$ cat src/grlp_pkg.sv
// Shared types, widths, gas table and codes for the gas ratio power-law unit.
package grlp_pkg;

    localparam int RES_W   = 15;
    localparam int QUO_W   = 31;
    localparam int RAT_W   = 22;
    localparam int EXPO_W  = 20;
    localparam int COEF_W  = 26;
    localparam int L_W     = 22;
    localparam int PPM_W   = 24;
    localparam int ST_W    = 2;
    localparam int DIV_BPS = 4;
    localparam int DIV_ST  = (QUO_W + DIV_BPS - 1) / DIV_BPS;

    localparam logic [ST_W-1:0] ST_OK        = 2'd0;
    localparam logic [ST_W-1:0] ST_NO_BASE   = 2'd1;
    localparam logic [ST_W-1:0] ST_READ_FAIL = 2'd2;
    localparam logic [ST_W-1:0] ST_NAN       = 2'd3;

    localparam logic [1:0] CH0 = 2'd0;
    localparam logic [1:0] CH1 = 2'd1;
    localparam logic [1:0] CH2 = 2'd2;

    localparam logic [1:0] CFG_BASE0  = 2'd0;
    localparam logic [1:0] CFG_BASE1  = 2'd1;
    localparam logic [1:0] CFG_BASE2  = 2'd2;
    localparam logic [1:0] CFG_LOADED = 2'd3;

    localparam logic [PPM_W-1:0] PPM_MAX = '1;

    typedef struct packed {
        logic [2:0]      gas;
        logic [ST_W-1:0] status;
        logic            force_hi;
    } t_meta;

    typedef struct packed {
        logic [1:0]               chan;
        logic [RAT_W-1:0]         lo;
        logic [RAT_W-1:0]         hi;
        logic signed [EXPO_W-1:0] expo;
        logic [COEF_W-1:0]        coef;
    } t_gas_row;

    // CO, NO2, NH3, C3H8, C4H10, CH4, H2, ethanol
    localparam t_gas_row GAS_ROWS [8] = '{
        '{CH1, 22'd655,   22'd196608,  -20'sd77267,  26'd287375},
        '{CH2, 22'd4588,  22'd2621440,  20'sd65995,  26'd9560},
        '{CH0, 22'd2621,  22'd52429,   -20'sd109445, 26'd44582},
        '{CH0, 22'd15073, 22'd52429,   -20'sd165020, 26'd37366268},
        '{CH0, 22'd9830,  22'd42598,   -20'sd140116, 26'd26090340},
        '{CH1, 22'd32768, 22'd45875,   -20'sd285934, 26'd41350398},
        '{CH1, 22'd2621,  22'd52429,   -20'sd117965, 26'd47841},
        '{CH1, 22'd2621,  22'd72090,   -20'sd101712, 26'd106299}
    };

endpackage

$ cat src/grlp_log.sv
// Ratio clamp, leading-one normalize and log2 table lookup (signed Q16 result).
module grlp_log #(
    parameter int LOG_TABLE_ADDR_BITS = 8
) (
    input  logic                              i_clk,
    input  logic [2:0]                        i_adv,
    input  logic [grlp_pkg::QUO_W-1:0]        i_quo,
    input  grlp_pkg::t_meta                   i_meta,
    output logic signed [grlp_pkg::L_W-1:0]   o_l,
    output grlp_pkg::t_meta                   o_meta
);
    import grlp_pkg::*;

    localparam int A     = LOG_TABLE_ADDR_BITS;
    localparam int LOG_N = 1 << A;
    localparam int P_BW  = $clog2(RAT_W);

    typedef logic [15:0] t_ltab [LOG_N];

    function automatic logic [15:0] f_log_frac(int unsigned idx);
        longint unsigned x;
        logic [15:0] fr;
        x  = (64'd1 << 30) | (longint'(idx) << (30 - A));
        fr = '0;
        for (int k = 0; k < 16; k++) begin
            x  = (x * x) >> 30;
            fr = {fr[14:0], 1'b0};
            if (x >= (64'd2 << 30)) begin
                fr[0] = 1'b1;
                x = x >> 1;
            end
        end
        return fr;
    endfunction

    function automatic t_ltab f_build();
        t_ltab tb;
        for (int i = 0; i < LOG_N; i++) begin
            tb[i] = f_log_frac(i);
        end
        return tb;
    endfunction

    localparam t_ltab LOG_TAB = f_build();

    t_gas_row          w_row;
    logic [QUO_W-1:0]  w_sel;
    logic [RAT_W-1:0]  n_rat;
    logic [RAT_W-1:0]  r_rat;
    t_meta             r_meta1;

    logic [P_BW-1:0]   n_p;
    logic [RAT_W-1:0]  w_norm;
    logic [P_BW-1:0]   r_p;
    logic [A-1:0]      r_idx;
    t_meta             r_meta2;

    logic signed [5:0] w_pm16;
    logic signed [L_W-1:0] r_l;
    t_meta             r_meta3;

    assign w_row = GAS_ROWS[i_meta.gas];
    assign w_sel = i_meta.force_hi ? QUO_W'(w_row.hi) : i_quo;

    always_comb begin
        if (w_sel < QUO_W'(w_row.lo)) begin
            n_rat = w_row.lo;
        end else if (w_sel > QUO_W'(w_row.hi)) begin
            n_rat = w_row.hi;
        end else begin
            n_rat = w_sel[RAT_W-1:0];
        end
    end

    always_comb begin
        n_p = '0;
        for (int i = 0; i < RAT_W; i++) begin
            if (r_rat[i]) begin
                n_p = P_BW'(i);
            end
        end
    end

    assign w_norm = r_rat << (P_BW'(RAT_W-1) - n_p);
    assign w_pm16 = $signed({1'b0, r_p}) - 6'sd16;

    always_ff @(posedge i_clk) begin
        if (i_adv[0]) begin
            r_rat   <= n_rat;
            r_meta1 <= i_meta;
        end
        if (i_adv[1]) begin
            r_p     <= n_p;
            r_idx   <= w_norm[RAT_W-2 -: A];
            r_meta2 <= r_meta1;
        end
        if (i_adv[2]) begin
            r_l     <= {w_pm16, LOG_TAB[r_idx]};
            r_meta3 <= r_meta2;
        end
    end

    assign o_l    = r_l;
    assign o_meta = r_meta3;

endmodule

$ cat config.mk
export PLATFORM = sky130hd
export DESIGN_NAME = grlp_log
export DESIGN_NICKNAME = d
export VERILOG_FILES = /design/src/grlp_pkg.sv /design/src/grlp_log.sv
export SDC_FILE = /design/constraint.sdc
export NUM_CORES = 1
export LEC_CHECK = 0
export BUFFER_PORTS_ARGS = -buffer_cell sky130_fd_sc_hd__buf_2
export CORE_UTILIZATION = 53
export CTS_CLUSTER_DIAMETER = 50
export CTS_CLUSTER_SIZE = 12
export DETAILED_ROUTE_END_ITERATION = 16
export HOLD_SLACK_MARGIN = 0.08
export PLACE_DENSITY_LB_ADDON = 0.1
export SLEW_MARGIN = 30
export SYNTH_ARGS = -nofsm -noshare
export SYNTH_HDL_FRONTEND = slang
export SYNTH_SLANG_ARGS = --single-unit
$ cat constraint.sdc
create_clock -name i_clk -period 12.5 [get_ports i_clk]
set_clock_uncertainty 0.1 [all_clocks]
set_input_delay 1.875 -clock i_clk [delete_from_list [all_inputs] [get_ports i_clk]]
set_output_delay 1.875 -clock i_clk [all_outputs]
set_load 0.05 [all_outputs]
After elaboration in Yosys (flattened, before gate mapping)
Memories as Yosys holds them, arrays and structs flattened. A register that Yosys moved wholly into a read port is not among the register bits.
Index checks and enable logic that the tools add are counted.
{"block": "totals", "out_inout_bits": 28, "rom_bits": 4832, "input_bits": 41, "n_memories": 2, "ff_bits": 75, "elab_cells": 52}
{"memory": "(name not given)", "words": 256, "width": 16, "rd": 1, "rd_ports_with_merged_regs": 1, "wr": 0, "line": "grlp_log.sv:98", "text": "r_l <= {w_pm16, LOG_TAB[r_idx]};"}
{"memory": "(name not given)", "words": 8, "width": 92, "rd": 1, "rd_ports_with_merged_regs": 0, "wr": 0, "line": "grlp_log.sv:62", "text": "assign w_row = GAS_ROWS[i_meta.gas];"}
{"block": "classes", "shift": 1, "order_cmp": 4, "n_addsub": 2, "n_bitwise": 2, "mux": 28}
{"op": "2-to-1 mux 90 bit", "count": 2}
{"op": "2-to-1 mux 5 bit", "count": 20}
{"op": "2-to-1 mux 22 bit", "count": 2}
{"op": "2-to-1 mux 16 bit", "count": 2}
{"op": "greater-than comparator 31 x 22 -> 1 bit", "count": 1}
{"op": "less-than comparator 31 x 22 -> 1 bit", "count": 1}
{"op": "2-to-1 mux 31 bit", "count": 1}
{"op": "<< shifter 22 x 5 -> 21 bit", "count": 1}
{"op": "greater-or-equal comparator 9 bit (second input constant)", "count": 1}
{"op": "inverter 8 -> 9 bit", "count": 1}
{"op": "subtractor 5 x 5 -> 6 bit (second input constant)", "count": 1}
{"op": "subtractor 5 bit (first input constant)", "count": 1}
{"op": "greater-or-equal comparator 4 bit (second input constant)", "count": 1}
{"op": "inverter 3 -> 4 bit", "count": 1}
{"op": "2-to-1 mux 1 bit", "count": 1}

Longest topological paths before layout
{"block": "depth", "depth_word": 23, "ltp_mapped": 16, "depth_no_buf": 14}

Worst setup path before layout
Ideal clock, no wire load.
{"block": "synth_path", "path_kind": "in2reg", "from": "input port i_meta[0] (netlist bit)", "to": "register r_rat[0] (data pin)", "required_ps": 12136, "path_stages": 14, "n_path_buf": 4, "setup_slack_ps": 7171, "setup_ps": 264, "t_arrival_ps": 4964, "cell_sequence": "buf_2 > clkbuf_1 > clkbuf_1 > o21ai_0 > ha_1 > a21o_1 > a21o_1 > a221o_1 > a221o_1 > o21ai_1 > nand2_1 > clkbuf_1 > o31ai_1 > o22ai_1"}
{"block": "synth_between", "elab_chain_cells": 4, "elab_cells_between_ends": 5, "classes_between": "order compare (2); mux (3)"}
{"item": "from (decl)", "line": "grlp_log.sv:8", "text": "input grlp_pkg::t_meta i_meta,"}
{"item": "2-to-1 mux 31 bit (*)", "line": "grlp_log.sv:63", "text": "assign w_sel = i_meta.force_hi ? QUO_W'(w_row.hi) : i_quo;"}
{"item": "greater-than comparator 31 x 22 -> 1 bit", "line": "grlp_log.sv:68", "text": "end else if (w_sel > QUO_W'(w_row.hi)) begin"}
{"item": "2-to-1 mux 22 bit", "line": "grlp_log.sv:68"}
{"item": "2-to-1 mux 22 bit (*)", "line": "grlp_log.sv:66", "text": "if (w_sel < QUO_W'(w_row.lo)) begin"}
{"item": "net n_rat[0]", "line": "grlp_log.sv:48", "text": "logic [RAT_W-1:0] n_rat;"}
{"item": "to (signal assigned)", "line": "grlp_log.sv:89", "text": "r_rat <= n_rat;"}
{"item": "to (decl)", "line": "grlp_log.sv:49", "text": "logic [RAT_W-1:0] r_rat;"}
Mark *: on every way through the listed nets, which the timed path passes. The rest lies on a longest branch.
A chain may end at the register's enable or synchronous reset.

Final worst setup path
{"block": "layout_path", "from": "input port i_meta[5] (netlist bit)", "to": "register r_rat[0] (data pin)"}
{"block": "layout_between", "elab_chain_cells": 8, "elab_cells_between_ends": 9, "classes_between": "order compare (2); mux (5); bitwise (1); memory (1)"}
{"item": "inverter 3 -> 4 bit (implied by the code) (*)", "line": "grlp_log.sv:62"}
{"item": "memory (8 x 92 bit) (*)"}
{"item": "2-to-1 mux 90 bit (implied by the code) (*) (2 in series)", "line": "grlp_log.sv:62"}
{"item": "2-to-1 mux 31 bit", "line": "grlp_log.sv:63"}
{"item": "greater-than comparator 31 x 22 -> 1 bit", "line": "grlp_log.sv:68"}
{"item": "2-to-1 mux 22 bit", "line": "grlp_log.sv:68"}
{"item": "2-to-1 mux 22 bit (*)", "line": "grlp_log.sv:66"}
{"item": "net n_rat[0]", "line": "grlp_log.sv:48"}
Mark *: on every way through the listed nets, which the timed path passes. The rest lies on a longest branch. The select of a mux whose other input is x is not followed.

==> flow_summary_export.csv <==
group,metric,value,unit
hold_path,hold_depth,0,
hold_path,worstHoldStart,"r_meta1[5]",
setup_path,max_stage_delay,0.60,ns
cts,clockRootBuffer,"clkbuf_16",
layout,nFillCells,1613,
die,die_y,134,um
logic_synthesis,syn_area,9250,um^2
pwr,power.switching,0.913,mW
die,coreArea,16800,um^2
status,status,"complete, no violations",
logic_synthesis,yosys.area.top_type,"edfxtp_1",
cts,htree_levels,3,
cts,clk_pin_slew,0.06,ns
pwr,peakVddDrop,173,uV
logic_synthesis,synth-seq-cells,74,
route,drtIter0Drc,1986,
logic_synthesis,synthTopCellsByCount,"156 x o21ai_0, 135 x a21oi_1, 132 x nor2_1",
logic_synthesis,syn-num-nets,1365,
route,ant_nets,0,
setup_path,reg2reg_slack,7.98,ns
cts,cts_resized,0,
placed_design,post-place-ws,6.47,ns
die,start_util,55.0,%
route,drt-met1-wl,13.7,mm
setup_path,crit_chain,"buf_2, nand2_1, o21a_1, nand2_1, o21ai_0, ha_1, and4_1, a221o_1, a221o_1, o21ai_1, nand2_1, o31ai_1, o22ai_1",
route,viasPerCell,7.07,
sta,max_freq,173,MHz
logic_synthesis,async_reset_ff_share,0,%
setup_path,timing.rr.start,"r_idx[1]",
cts,postCtsSetupBuffers,0,
grt,grt_max_degree,163,
setup_path,endpoint_kind,"flop",
setup_path,r2r_cells,9,
logic_synthesis,syn_avg_cell_area,7.32,um^2
layout,area_growth,5.90,%
hold_path,holdPathEnd,"r_meta2[5]",
setup_path,critPathMaxFanout,26,
pwr,powerDensity,176,nW/um^2
logic_synthesis,synthTopCellsByArea,"edfxtp_1 24%, o21ai_0 8.4%, ha_1 8.1%",
grt,grt_first_pass_wirelength,51.0,mm
placed_design,port_buffers,68,
route,met3_wirelength,4.75,mm
logic_synthesis,synth_edf_count,74,
grt,track_usage,36.4,%
route,vias,10400,
sta,max_slew_margin,38.5,%
grt,grt_pass1_vias,9084,
sta,finalHoldViolCount,0,
flow_run,cap_violations,0,
cts,clk_latency,0.33,ns
layout,fin_nets,1343,
setup_path,cp_data_required_time,12.48,ns
die,io_pins,69,
die,die_w,134,um
die,row_count,47,
setup_path,crit_arrival,5.77,ns
sta,maxSlewViolCount,0,
grt,antenna_found_initial,1,
sta,timing.final.crit_period,5.79,ns
pwr,switching_share,52.8,%
pwr,internal_power,0.815,mW
cts,cts_buffers,9,
sta,finalSetupViolCount,0,
sta,setup_ws,6.71,ns
pwr,clkPwrFrac,13.3,%
pwr,combPwrFrac,66.4,%
hold_path,hp-class,"reg -> reg",
setup_path,critPathBufInv,1,
setup_path,path_common_cell,"nand2_1",
setup_path,path_class,"in -> reg",
pwr,power_leakage,3.84,nW
setup_path,r2r-end,"o_l[8]",
die,dieArea,18000,um^2
grt,grt.overflow.total,0,
placed_design,place_congestion,0.985,
route,route.met2.wl,13.3,mm
sta,rsz0062_at_grt,"no",
logic_synthesis,ys.flop_type,"edfxtp_1",
setup_path,path_delay_family,"compound AO/OA/AOI/OAI gates",
route,top_layer_used,"met4",
logic_synthesis,synth_seq_area_share,24.0,%
logic_synthesis,synth_top_area_share,24.0,%
pwr,seqPwrFrac,20.3,%
logic_synthesis,netlist_instances,1264,
layout,drive_above_1_share,10.3,%
setup_path,critPathLaunchType,"input pin",
cts,cts_tree,"built",
sta,setup_tns,0,ns
sta,post-route-period-util,46.4,%
route,wl_per_cell,22.4,um
layout,antenna_cells,0,
logic_synthesis,yosysWarnings,0,
route,drt_pre_antenna_iters,7,
route,drc,0,
sta,whs,0.319,ns
cts,hold_buffers,0,
logic_synthesis,synth_most_common_cell,"o21ai_0",
cts,numClockSinks,74,
cts,clockBufferDepth,2,
logic_synthesis,yosysUniqueCellTypes,75,
placed_design,post-dp-hpwl,22.7,mm
route,drt-total-wl,32.9,mm
sta,worst-slew-pin-transition,0.914,ns
setup_path,cp_slowest_cell,"nand2_1",
[layout by cell type, fill, tap and decap left out, types with 13 or more instances in the layout]
| master | count |
|---|---|
| nand2b_1 | 15 |
| o21ai_0 | 156 |
| a21o_1 | 13 |
| nand2_1 | 128 |
| o22ai_1 | 21 |
| a21oi_1 | 135 |
| ha_1 | 60 |
| nor3_1 | 36 |
| a31oi_1 | 27 |
| nand3_1 | 29 |
| edfxtp_1 | 74 |
| buf_2 | 68 |
| inv_1 | 45 |
| nor2_1 | 132 |
| a211oi_1 | 32 |
| mux2i_1 | 22 |
| nor2b_1 | 15 |
[layer usage]
layer / GRT usage [%] / vias up
met1: 52.9 / 4739
met5: 0 / -
met2: 51.1 / 820
met4: 12.5 / 0
li1: - / 4706
met3: 10.1 / 106
[registers in the layout, indices dropped and copies added, names as in the netlist]
register  count
r_p           5
r_meta2       6
r_meta1       6
o_meta        6
r_rat        22
o_l          21
r_idx         8
[power by group through the flow]
stage / combinational (mW) / sequential [mW] / clock [mW]
6_report: 1.15 / 0.350 / 0.229
5_1_grt: 1.22 / 0.355 / 0.239
4_1_cts: 1.09 / 0.351 / 0.234
3_5_place_dp: 1.09 / 0.355 / 0
3_3_place_gp: 1.09 / 0.354 / 0
2_1_floorplan: 0.724 / 0.424 / 0
[worst max path at each step]
| stage | endpoint | slack, ns | from | depth (start not counted) |
|---|---|---|---|---|
| floorplan | r_rat[0] | 7.17 | i_meta[0] | 14 |
| global placement | r_rat[0] | 6.57 | i_meta[5] | 13 |
| detailed placement | r_rat[0] | 6.47 | i_meta[5] | 13 |
| CTS | r_rat[0] | 6.84 | i_meta[5] | 13 |
| global route | r_rat[13] | 6.38 | i_meta[5] | 13 |
| finish | r_rat[0] | 6.71 | i_meta[5] | 13 |
[area by class of cell]
cell class	count	area [um^2]	area share (%)
tap	220	275	2.81
sequential	74	2220	22.7
inverter	50	188	1.92
timing repair buffer	82	474	4.84
clock inverter	5	32.5	0.332
clock buffer	10	229	2.34
multi-input combinational	1025	6370	65.1
[stage by stage]
stage	std cells	utilization, %	total power [mW]	instance area [um^2]
6_report	1466	58.2	1.73	9800
5_1_grt	1466	58.2	1.82	9800
4_1_cts	1466	58.2	1.68	9790
3_5_place_dp	1451	56.7	1.45	9530
3_3_place_gp	1451	56.7	1.44	9530
2_1_floorplan	1264	-	1.15	9250
[kinds of logic (layout without fill, tap and decap cells)]
family | after synthesis | after routing | synth area share, %
flops | 74 | 74 | 24.0
fa+ha+maj | 62 | 62 | 8.33
simple gates | 401 | 401 | 19.5
buf+inv | 165 | 147 | 7.06
mux | 37 | 37 | 5.42
xor+xnor | 3 | 3 | 0.365
compound gates | 522 | 522 | 35.3
(Power assumes the default switching activity.)
