$ cat src/grlp_pkg.sv
// Shared types, widths, gas table and codes for the gas ratio power-law unit.
package grlp_pkg;

    localparam int RES_W   = 15;
    localparam int QUO_W   = 31;
    localparam int RAT_W   = 22;
    localparam int EXPO_W  = 20;
    localparam int COEF_W  = 26;
    localparam int L_W     = 22;
    localparam int PPM_W   = 24;
    localparam int ST_W    = 2;
    localparam int DIV_BPS = 4;
    localparam int DIV_ST  = (QUO_W + DIV_BPS - 1) / DIV_BPS;

    localparam logic [ST_W-1:0] ST_OK        = 2'd0;
    localparam logic [ST_W-1:0] ST_NO_BASE   = 2'd1;
    localparam logic [ST_W-1:0] ST_READ_FAIL = 2'd2;
    localparam logic [ST_W-1:0] ST_NAN       = 2'd3;

    localparam logic [1:0] CH0 = 2'd0;
    localparam logic [1:0] CH1 = 2'd1;
    localparam logic [1:0] CH2 = 2'd2;

    localparam logic [1:0] CFG_BASE0  = 2'd0;
    localparam logic [1:0] CFG_BASE1  = 2'd1;
    localparam logic [1:0] CFG_BASE2  = 2'd2;
    localparam logic [1:0] CFG_LOADED = 2'd3;

    localparam logic [PPM_W-1:0] PPM_MAX = '1;

    typedef struct packed {
        logic [2:0]      gas;
        logic [ST_W-1:0] status;
        logic            force_hi;
    } t_meta;

    typedef struct packed {
        logic [1:0]               chan;
        logic [RAT_W-1:0]         lo;
        logic [RAT_W-1:0]         hi;
        logic signed [EXPO_W-1:0] expo;
        logic [COEF_W-1:0]        coef;
    } t_gas_row;

    // CO, NO2, NH3, C3H8, C4H10, CH4, H2, ethanol
    localparam t_gas_row GAS_ROWS [8] = '{
        '{CH1, 22'd655,   22'd196608,  -20'sd77267,  26'd287375},
        '{CH2, 22'd4588,  22'd2621440,  20'sd65995,  26'd9560},
        '{CH0, 22'd2621,  22'd52429,   -20'sd109445, 26'd44582},
        '{CH0, 22'd15073, 22'd52429,   -20'sd165020, 26'd37366268},
        '{CH0, 22'd9830,  22'd42598,   -20'sd140116, 26'd26090340},
        '{CH1, 22'd32768, 22'd45875,   -20'sd285934, 26'd41350398},
        '{CH1, 22'd2621,  22'd52429,   -20'sd117965, 26'd47841},
        '{CH1, 22'd2621,  22'd72090,   -20'sd101712, 26'd106299}
    };

endpackage

$ cat src/grlp_div.sv
// Pipelined restoring divider: reading * 2^16 / baseline, up to 4 quotient bits per stage.
module grlp_div (
    input  logic                          i_clk,
    input  logic [grlp_pkg::DIV_ST-1:0]   i_adv,
    input  logic [grlp_pkg::RES_W-1:0]    i_num,
    input  logic [grlp_pkg::RES_W-1:0]    i_den,
    input  grlp_pkg::t_meta               i_meta,
    output logic [grlp_pkg::QUO_W-1:0]    o_quo,
    output grlp_pkg::t_meta               o_meta
);
    import grlp_pkg::*;

    typedef struct packed {
        logic [RES_W-1:0] rem;
        logic [QUO_W-1:0] num;
        logic [QUO_W-1:0] quo;
        logic [RES_W-1:0] den;
        t_meta            meta;
    } t_div_st;

    t_div_st r_st [DIV_ST];
    t_div_st n_st [DIV_ST];
    t_div_st w_init;

    assign w_init = '{rem: '0, num: {i_num, {(QUO_W-RES_W){1'b0}}}, quo: '0,
                      den: i_den, meta: i_meta};

    always_comb begin
        t_div_st v;
        logic [RES_W:0] t;
        for (int k = 0; k < DIV_ST; k++) begin
            v = (k == 0) ? w_init : r_st[(k == 0) ? 0 : k-1];
            for (int b = 0; b < DIV_BPS; b++) begin
                if (k*DIV_BPS + b < QUO_W) begin
                    t = {v.rem, v.num[QUO_W-1]};
                    v.num = {v.num[QUO_W-2:0], 1'b0};
                    if (t >= {1'b0, v.den}) begin
                        v.rem = RES_W'(t - {1'b0, v.den});
                        v.quo = {v.quo[QUO_W-2:0], 1'b1};
                    end else begin
                        v.rem = t[RES_W-1:0];
                        v.quo = {v.quo[QUO_W-2:0], 1'b0};
                    end
                end
            end
            n_st[k] = v;
        end
    end

    always_ff @(posedge i_clk) begin
        for (int k = 0; k < DIV_ST; k++) begin
            if (i_adv[k]) begin
                r_st[k] <= n_st[k];
            end
        end
    end

    assign o_quo  = r_st[DIV_ST-1].quo;
    assign o_meta = r_st[DIV_ST-1].meta;

endmodule

$ cat config.mk
export PLATFORM = sky130hd
export DESIGN_NAME = grlp_div
export DESIGN_NICKNAME = d
export VERILOG_FILES = /design/src/grlp_pkg.sv /design/src/grlp_div.sv
export SDC_FILE = /design/constraint.sdc
export NUM_CORES = 1
export LEC_CHECK = 0
export ABC_AREA = 0
export BUFFER_PORTS_ARGS = -buffer_cell sky130_fd_sc_hd__buf_2
export CELL_PAD_IN_SITES_DETAIL_PLACEMENT = 0
export CELL_PAD_IN_SITES_GLOBAL_PLACEMENT = 1
export CORE_MARGIN = 2
export CORE_UTILIZATION = 43
export CTS_CLUSTER_SIZE = 12
export DETAILED_ROUTE_END_ITERATION = 8
export HOLD_SLACK_MARGIN = 0.02
export PLACE_DENSITY = 0.72
export SETUP_SLACK_MARGIN = 0.3
export SLEW_MARGIN = 40
export SYNTH_ARGS = -nofsm -noshare
export SYNTH_HDL_FRONTEND = slang
export SYNTH_SLANG_ARGS = --single-unit
$ cat constraint.sdc
create_clock -name i_clk -period 31.5 [get_ports i_clk]
set_input_delay 6.3 -clock i_clk [delete_from_list [all_inputs] [get_ports i_clk]]
set_output_delay 6.3 -clock i_clk [all_outputs]
set_load 0.02 [all_outputs]
; ---- Word-level counts from Yosys, hierarchy flattened
; Memory sizes are Yosys's and may differ from the RTL's.
; Index checks and enable logic that the tools add are counted.
; W data, S select, Z words.
[totals]
register_bits = 0
mem_bits_rw = 760
input_bits = 45
out_inout_bits = 37
word_cells = 141
mem_count = 1
[memory_table]
columns = memory, depth, word_bits, rd, rd_clocked_by_memory_dff, wr, line_no
row1 = r_st, 8, 95, 8, 0, 8, grlp_div.sv:21  ; t_div_st r_st [DIV_ST];
[op_classes]
add_sub_neg = 31
order_cmp = 31
n_mux = 78
[ops]
columns = cell, n
row1 = $ge A16 B15 Y1, 30
row2 = $mux W15, 31
row3 = $sub A15 B15 Y15, 30
row4 = $mux W1, 47
row5 = $ge A1 B15 Y1, 1
row6 = $sub A1 B15 Y15, 1

; ---- Logic depth before layout (Yosys ltp)
; Gate-level depths: netlist of the first run.
; An unclocked memory read counts as a cell.
[depth]
depth_word = 9
mapped_depth = 49
depth_no_buf = 45

; ---- Worst setup path after synthesis of the first run
; Ideal clock, no wire load.
[synth_path]
path_kind = in2reg
from = input i_num[14] (netlist bit)
to = memory r_st[0][92] (netlist bit), data pin
setup_time_ps = 278
arrival_time_ps = 14451
required_time_ps = 31222
path_slack_ps = 16771
stages = 42
path_buffers = 3
cell_sequence = inv_1 -> ha_1 -> clkinv_1 -> o2111ai_1 -> nor2_1 -> mux2_2 -> fa_1 -> nor2b_1 -> o21a_1 -> o21ai_0 -> a2111o_1 -> a21bo_2 -> a21o_1 -> inv_1 -> clkbuf_1 -> nand2_1 -> o21ai_0 -> inv_1 -> (+6 left out) -> o311ai_0 -> o211a_1 -> inv_1 -> clkbuf_1 -> nor2_1 -> a21oi_1 -> fa_1 -> a21oi_1 -> o21bai_1 -> a2111o_1 -> a31o_2 -> o41a_1 -> o211ai_1 -> o2bb2ai_1 -> o211ai_1 -> nand2_1 -> clkbuf_1 -> o221ai_1
[synth_rtl]
columns = item, line_no
row1 = start: declaration, grlp_div.sv:5  ; input logic [grlp_pkg::RES_W-1:0] i_num,
row2 = end: declaration, grlp_div.sv:21

==> flow_summary.rst, run 1 <==
.. list-table::
   :header-rows: 1

   * - Metric
     - Value
   * - Cell variety after synth
     - 100
   * - Crit-path max FO
     - 21
   * - Commonest non-fill, non-tap cells in the layout
     - 440 x ha_1, 422 x edfxtp_1, 309 x a21oi_1
   * - Synthesized netlist net count
     - 4530
   * - Most instantiated flip-flop cell in the synthesis netlist
     - edfxtp_1
   * - Overflow after GRT
     - 0
   * - Required time reported for the critical path endpoint
     - 31.88 ns
   * - Number of cell instances on the worst register-to-register path
     - 45
   * - Largest Register
     - r_st
   * - Final routed wirelength across all metal layers
     - 105.6 mm
   * - Hold path cells
     - 0
   * - Crit-path leading delay family
     - compound AO/OA/AOI/OAI gates
   * - First-pass GRT wire length
     - 165.5 mm
   * - PortBufs
     - 81
   * - Instance count on the critical path
     - 37
   * - Critical path launch point type
     - input port
   * - Detailed-router iteration count before antenna repair
     - 7
   * - Sequential fraction of the synthesis area
     - 0.3315
   * - Post-cts resize count
     - 0
   * - Synthesis-stage register bit count
     - 422
   * - Post-detailed-placement cell area
     - 39750 um^2
   * - HPWL after detailed placement
     - 83.37 mm
   * - Max FFs per register
     - 422
   * - Worst min-delay path startpoint
     - r_st[1][139]
   * - Endpoint class of the critical path
     - register
   * - MaxCap Viol Count
     - 0
   * - Share of flip-flops with an asynchronous set or reset
     - 0
   * - Fin. Hold Viols
     - 0
   * - Biggest regs
     - r_st: 422 flops
   * - Max-slew headroom
     - 0.4663
   * - Growth of design area from synthesis to finish
     - 8.580%
   * - Number of cells produced by synthesis
     - 4026
   * - Largest incremental delay on the critical path
     - 0.64 ns
   * - Ratio of cells with drive above 1 in the final layout
     - 0.1113
   * - Cell row count
     - 109
   * - Endpoints failing setup
     - 0
   * - Master of the slowest instance on the critical path
     - o2111ai_2
   * - Average cell area after synthesis
     - 9.494 um^2
   * - Count of nets left with antenna violations after detail routing
     - 0
   * - Reg-to-reg startpoint
     - r_st[0][7]
   * - Peak clock frequency supported by timing
     - 0.05992 GHz
   * - Vias per std cell
     - 5.750
   * - Most frequent standard cell in the layout excluding fill and tap cells
     - ha_1
   * - Netlist Area Pre-Place
     - 38220 um^2
   * - DIE AREA
     - 91290 um^2
   * - Hold buffer count at cts
     - 0
   * - Detailed-route via count
     - 30370
   * - Y dimension of the die
     - 302.1 um
   * - Clock Skew
     - 0.02274 ns
   * - CTS sink cnt
     - 422
   * - Class of the worst hold path
     - reg -> reg
   * - Final worst path period share
     - 0.5298
   * - Clock Tree Buf Depth
     - 3
   * - Die boundary width
     - 302.1 um
   * - Overall fraction of global-route tracks in use
     - 0.2299
   * - Total count of max-transition violations in the final report
     - 0
   * - Drt drc
     - 0
   * - Wire length per cell
     - 19.99 um
   * - Number of top-level pins
     - 82
   * - R2r endpoint
     - r_st[0][189]
   * - Placer congestion estimate
     - 0.8912
   * - Maximum number of pins on one net before global-route repair
     - 65
   * - Final Instance Area
     - 41500 um^2
   * - Status
     - complete, no violations
   * - Root Driver
     - clkbuf_16
   * - Std-Cell Core Area
     - 88240 um^2
   * - Number of antenna violations at the first check in global routing
     - 4
   * - Cell type with the highest occurrence count on the critical path
     - o21ai_0
   * - Worst path bufs/invs
     - 5
   * - Final worst setup slack
     - 14.81 ns
   * - Number of buffers added by the clock tree synthesis step
     - 51
   * - Synth Warn #
     - 0
   * - First element of the critical path
     - i_den[0]
   * - CTS H-Tree Depth
     - 2
   * - Number of nets in the layout
     - 4584
   * - EDFF count, synth
     - 422
   * - Slew at the pin with the worst max-slew slack
     - 0.7958 ns
   * - Post-placement worst setup slack
     - 14.33 ns
   * - Clock network latency to the later pin of the worst-skew pair
     - 0.63 ns
   * - Setup slack of the worst register-to-register path
     - 18.76 ns
   * - Setup Fix Bufs, Post-CTS
     - 0
   * - Effective utilization at floorplan
     - 0.4332
   * - Final total negative setup slack
     - 0 ns
   * - RSZ-0062 raised after global routing
     - no
   * - Clock-pin slew on the worst setup and hold paths
     - 0.06 ns
   * - Arrival time of the worst setup path
     - 17.07 ns
   * - 1st-iter DRT viols
     - 1991
   * - TritonCTS clock tree
     - built
   * - Time the worst path needs with I/O delays and setup
     - 16.69 ns
   * - Via count of the first global-routing pass
     - 29270
   * - Capture endpoint of the worst hold path
     - r_st[1][238]
   * - CP Class
     - in -> reg
[layout make-up]
| cell class | instances | area [um^2] |
|---|---|---|
| antenna | 1 | 2.502 |
| multi-input combinational | 3217 | 23970 |
| timing repair buffer | 105 | 595.6 |
| fill | 8359 | 46740 |
| clock buffer | 59 | 1328 |
| tap | 1165 | 1458 |
| inverter | 283 | 1062 |
| sequential | 422 | 12670 |
| clock inverter | 30 | 416.7 |
[worst max-delay path by stage]
stage               slack [ns]           to
global route             13.99  r_st[0][90]
floorplan                16.77  r_st[0][92]
global placement         13.95  r_st[0][90]
CTS                      14.99  r_st[0][90]
detailed placement       14.33  r_st[0][90]
finish                   14.81  r_st[0][90]
[logic make-up after synthesis]
kind of cell               count (synthesis)  share of synthesized area
buffers and inverters                    387                    0.04288
muxes                                    234                    0.06776
and+or+nand+nor                         1132                     0.1456
AOI/OAI and AO/OA                       1101                     0.1916
xor gates and xnor gates                 291                    0.06668
DFF                                      422                     0.3315
adders and majority gates                459                     0.1540
[synth_stat cells, types with 59 or more instances]
cell / n / area share
nand2_1: 252 / 0.025
nor3_1: 112 / 0.015
mux2_2: 175 / 0.052
nor2_1: 305 / 0.030
nand3_1: 89 / 0.012
edfxtp_1: 422 / 0.33
a21o_1: 92 / 0.018
ha_1: 440 / 0.14
xor2_1: 94 / 0.022
o21a_1: 63 / 0.012
a21oi_1: 311 / 0.041
o21ai_0: 219 / 0.029
nor2b_1: 59 / 0.0097
inv_1: 278 / 0.027
xnor2_1: 197 / 0.045
[metal layers]
layer	global-route usage	vias to the layer above	share of wire
met3	0.02442	146	0.038
met2	0.3813	567	0.46
li1	-	15200	-
met4	0.06990	0	0.030
met1	0.3156	14460	0.47
met5	0	-	0
[through the flow]
step	std cells	utilization	hold WS [ns]
2_1_floorplan	4026	-	0.4003
6_report	5282	0.4703	0.4025
3_3_place_gp	5189	0.4500	0.4008
5_1_grt	5281	0.4703	0.4164
3_5_place_dp	5192	0.4505	0.4045
4_1_cts	5281	0.4702	0.3946
Power of run 1 is left out: the tool's default activity adds up to more than one toggle a clock period on the data nets, which glitch-free logic cannot reach.
==> run 2, diff against run 1 <==
==> constraint.sdc (replaced) <==
create_clock -name i_clk -period 17.5 [get_ports i_clk]
set_input_delay 3.5 -clock i_clk [delete_from_list [all_inputs] [get_ports i_clk]]
set_output_delay 3.5 -clock i_clk [all_outputs]
set_load 0.02 [all_outputs]
==> run 2 against run 1 <==
  * Register-to-register slack lost 14 ns
  * Design area shrank 0.56%
  * Global-route usage shrank 0.17 points
  * Worst setup slack lost 11 ns
  * Clock-buffer cell count shrank 3
  * Highest routed layer unchanged
==> flow_summary.rst, run 2 (same netlist as run 1, synthesis figures left out) <==
.. list-table::
   :header-rows: 1

   * - Metric
     - Value
   * - Status
     - complete, no violations (unchanged)
   * - Max-slew headroom
     - 0.4657 (was 0.4663)
   * - Overflow after GRT
     - 0 (unchanged)
   * - Ratio of cells with drive above 1 in the final layout
     - 0.1100 (was 0.1113)
   * - Crit-path max FO
     - 21 (unchanged)
   * - Number of antenna violations at the first check in global routing
     - 4 (unchanged)
   * - Maximum number of pins on one net before global-route repair
     - 65 (unchanged)
   * - Master of the slowest instance on the critical path
     - nand2_1 (was o2111ai_2)
   * - Final worst path period share
     - 0.7971
   * - Post-cts resize count
     - 0 (unchanged)
   * - Via count of the first global-routing pass
     - 29190 (was 29270)
   * - Diodes inserted
     - 0 (was 1)
   * - Clock Tree Buf Depth
     - 3 (unchanged)
   * - CTS sink cnt
     - 422 (unchanged)
   * - Root Driver
     - clkbuf_16 (unchanged)
   * - Final total negative setup slack
     - 0 ns (unchanged)
   * - Drt drc
     - 0 (unchanged)
   * - Y dimension of the die
     - 302.1 um (unchanged)
   * - TritonCTS clock tree
     - built (unchanged)
   * - Clock network latency to the later pin of the worst-skew pair
     - 0.61 ns (was 0.63 ns)
   * - DIE AREA
     - 91290 um^2 (unchanged)
   * - Effective utilization at floorplan
     - 0.4332 (unchanged)
   * - Largest Register
     - r_st (unchanged)
   * - Max FFs per register
     - 422 (unchanged)
   * - Required time reported for the critical path endpoint
     - 17.85 ns (was 31.88 ns)
   * - Number of nets in the layout
     - 4580 (was 4584)
   * - Wire length per cell
     - 19.86 um (was 19.99 um)
   * - Arrival time of the worst setup path
     - 14.30 ns (was 17.07 ns)
   * - PortBufs
     - 81 (unchanged)
   * - Time the worst path needs with I/O delays and setup
     - 13.95 ns
   * - Endpoint class of the critical path
     - register (unchanged)
   * - Post-detailed-placement cell area
     - 39740 um^2 (was 39750 um^2)
   * - Die boundary width
     - 302.1 um (unchanged)
   * - Reg area
     - 12670 um^2 (unchanged)
   * - Number of buffers added by the clock tree synthesis step
     - 49 (was 51)
   * - Filler Cell Count
     - 8457 (was 8359)
   * - Number of top-level pins
     - 82 (unchanged)
   * - RSZ-0062 raised after global routing
     - no (unchanged)
   * - Multi-input combinational cell area
     - 23980 um^2 (was 23970 um^2)
   * - Count of nets left with antenna violations after detail routing
     - 0 (unchanged)
   * - Utilization after layout
     - 0.4677 (was 0.4703)
   * - Setup Fix Bufs, Post-CTS
     - 0 (unchanged)
   * - Commonest non-fill, non-tap cells in the layout
     - 440 x ha_1, 422 x edfxtp_1, 309 x a21oi_1 (unchanged)
   * - Vias per std cell
     - 5.761 (was 5.750)
   * - Most frequent standard cell in the layout excluding fill and tap cells
     - ha_1 (unchanged)
   * - HPWL after detailed placement
     - 82.84 mm (was 83.37 mm)
   * - Clock-pin slew on the worst setup and hold paths
     - 0.06 ns (about the same)
   * - Fin. Hold Viols
     - 0 (unchanged)
   * - Endpoints failing setup
     - 0 (unchanged)
   * - Peak clock frequency supported by timing
     - 0.07169 GHz
   * - Overall fraction of global-route tracks in use
     - 0.2282 (was 0.2299)
   * - Biggest regs
     - r_st: 422 flops (unchanged)
   * - Total count of max-transition violations in the final report
     - 0 (unchanged)
   * - Largest incremental delay on the critical path
     - 0.63 ns (was 0.64 ns)
   * - Clock Skew
     - 0.03770 ns (was 0.02274 ns)
   * - Growth of design area from synthesis to finish
     - 7.967% (was 8.580%)
   * - Final hold slack
     - 0.3980 ns (was 0.4025 ns)
   * - Detailed-route via count
     - 30390 (was 30370)
   * - Std-Cell Core Area
     - 88240 um^2 (unchanged)
   * - Critical path launch point type
     - input port (unchanged)
   * - Cell row count
     - 109 (unchanged)
   * - 1st-iter DRT viols
     - 1962 (was 1991)
   * - Class of the worst hold path
     - reg -> reg (unchanged)
   * - First-pass GRT wire length
     - 164.8 mm (was 165.5 mm)
   * - Hold buffer count at cts
     - 0 (unchanged)
   * - MaxCap Viol Count
     - 0 (unchanged)
   * - Final routed wirelength across all metal layers
     - 104.8 mm (was 105.6 mm)
   * - Detailed-router iteration count before antenna repair
     - 6 (was 7)
   * - Slew at the pin with the worst max-slew slack
     - 0.7994 ns (was 0.7958 ns)
   * - Placer congestion estimate
     - 0.9189 (was 0.8912)
   * - CP Class
     - in -> reg (unchanged)
   * - CTS H-Tree Depth
     - 2 (unchanged)
   * - Final Instance Area
     - 41270 um^2 (was 41500 um^2)
==> run 2: layout make-up <==
cell class / count / area share
Multi-Input combinational cell: 3217 / 0.5810
Sequential cell: 422 / 0.3071
Tap cell: 1165 / 0.03532
Clock buffer: 56 / 0.03035
Inverter: 283 / 0.02574
Timing Repair Buffer: 103 / 0.01407
Clock inverter: 29 / 0.006458
==> run 2: critical path: cells and delay by family <==
family | cells | cell delay (ns)
AO/OA/AOI/OAI | 22 | 5.71
adder cells (fa/ha/maj) | 4 | 1.42
buffers and inverters | 6 | 1.40
multiplexers | 1 | 0.34
AND/OR/NAND/NOR | 7 | 1.89
==> run 2: final timing paths <==
check        depth (start not counted)    startpoint  slack, ns      endpoint
min                                  0  r_st[0][218]       0.40  r_st[0][317]
min reg2reg                          0  r_st[0][218]       0.40  r_st[0][317]
max                                 40      i_den[0]       3.55   r_st[0][90]
max reg2reg                         43    r_st[0][7]       4.68  r_st[0][189]
==> run 2: metal layers <==
metal  GRT usage  routed length (um)  vias to the layer above
met5           0                   0                        -
met4     0.06648                3082                        0
met3     0.02392                4507                      140
met2      0.3734               47460                      656
met1      0.3190               49730                    14430
li1            -                   -                    15160
==> run 2: through the flow <==
stage               std cells  setup WS (ns)
floorplan                4026          5.571
global placement         5188          2.960
detailed placement       5190          3.127
CTS                      5275          3.715
global route             5275          2.764
finish                   5275          3.551
Power of run 2 is left out for the same reason.
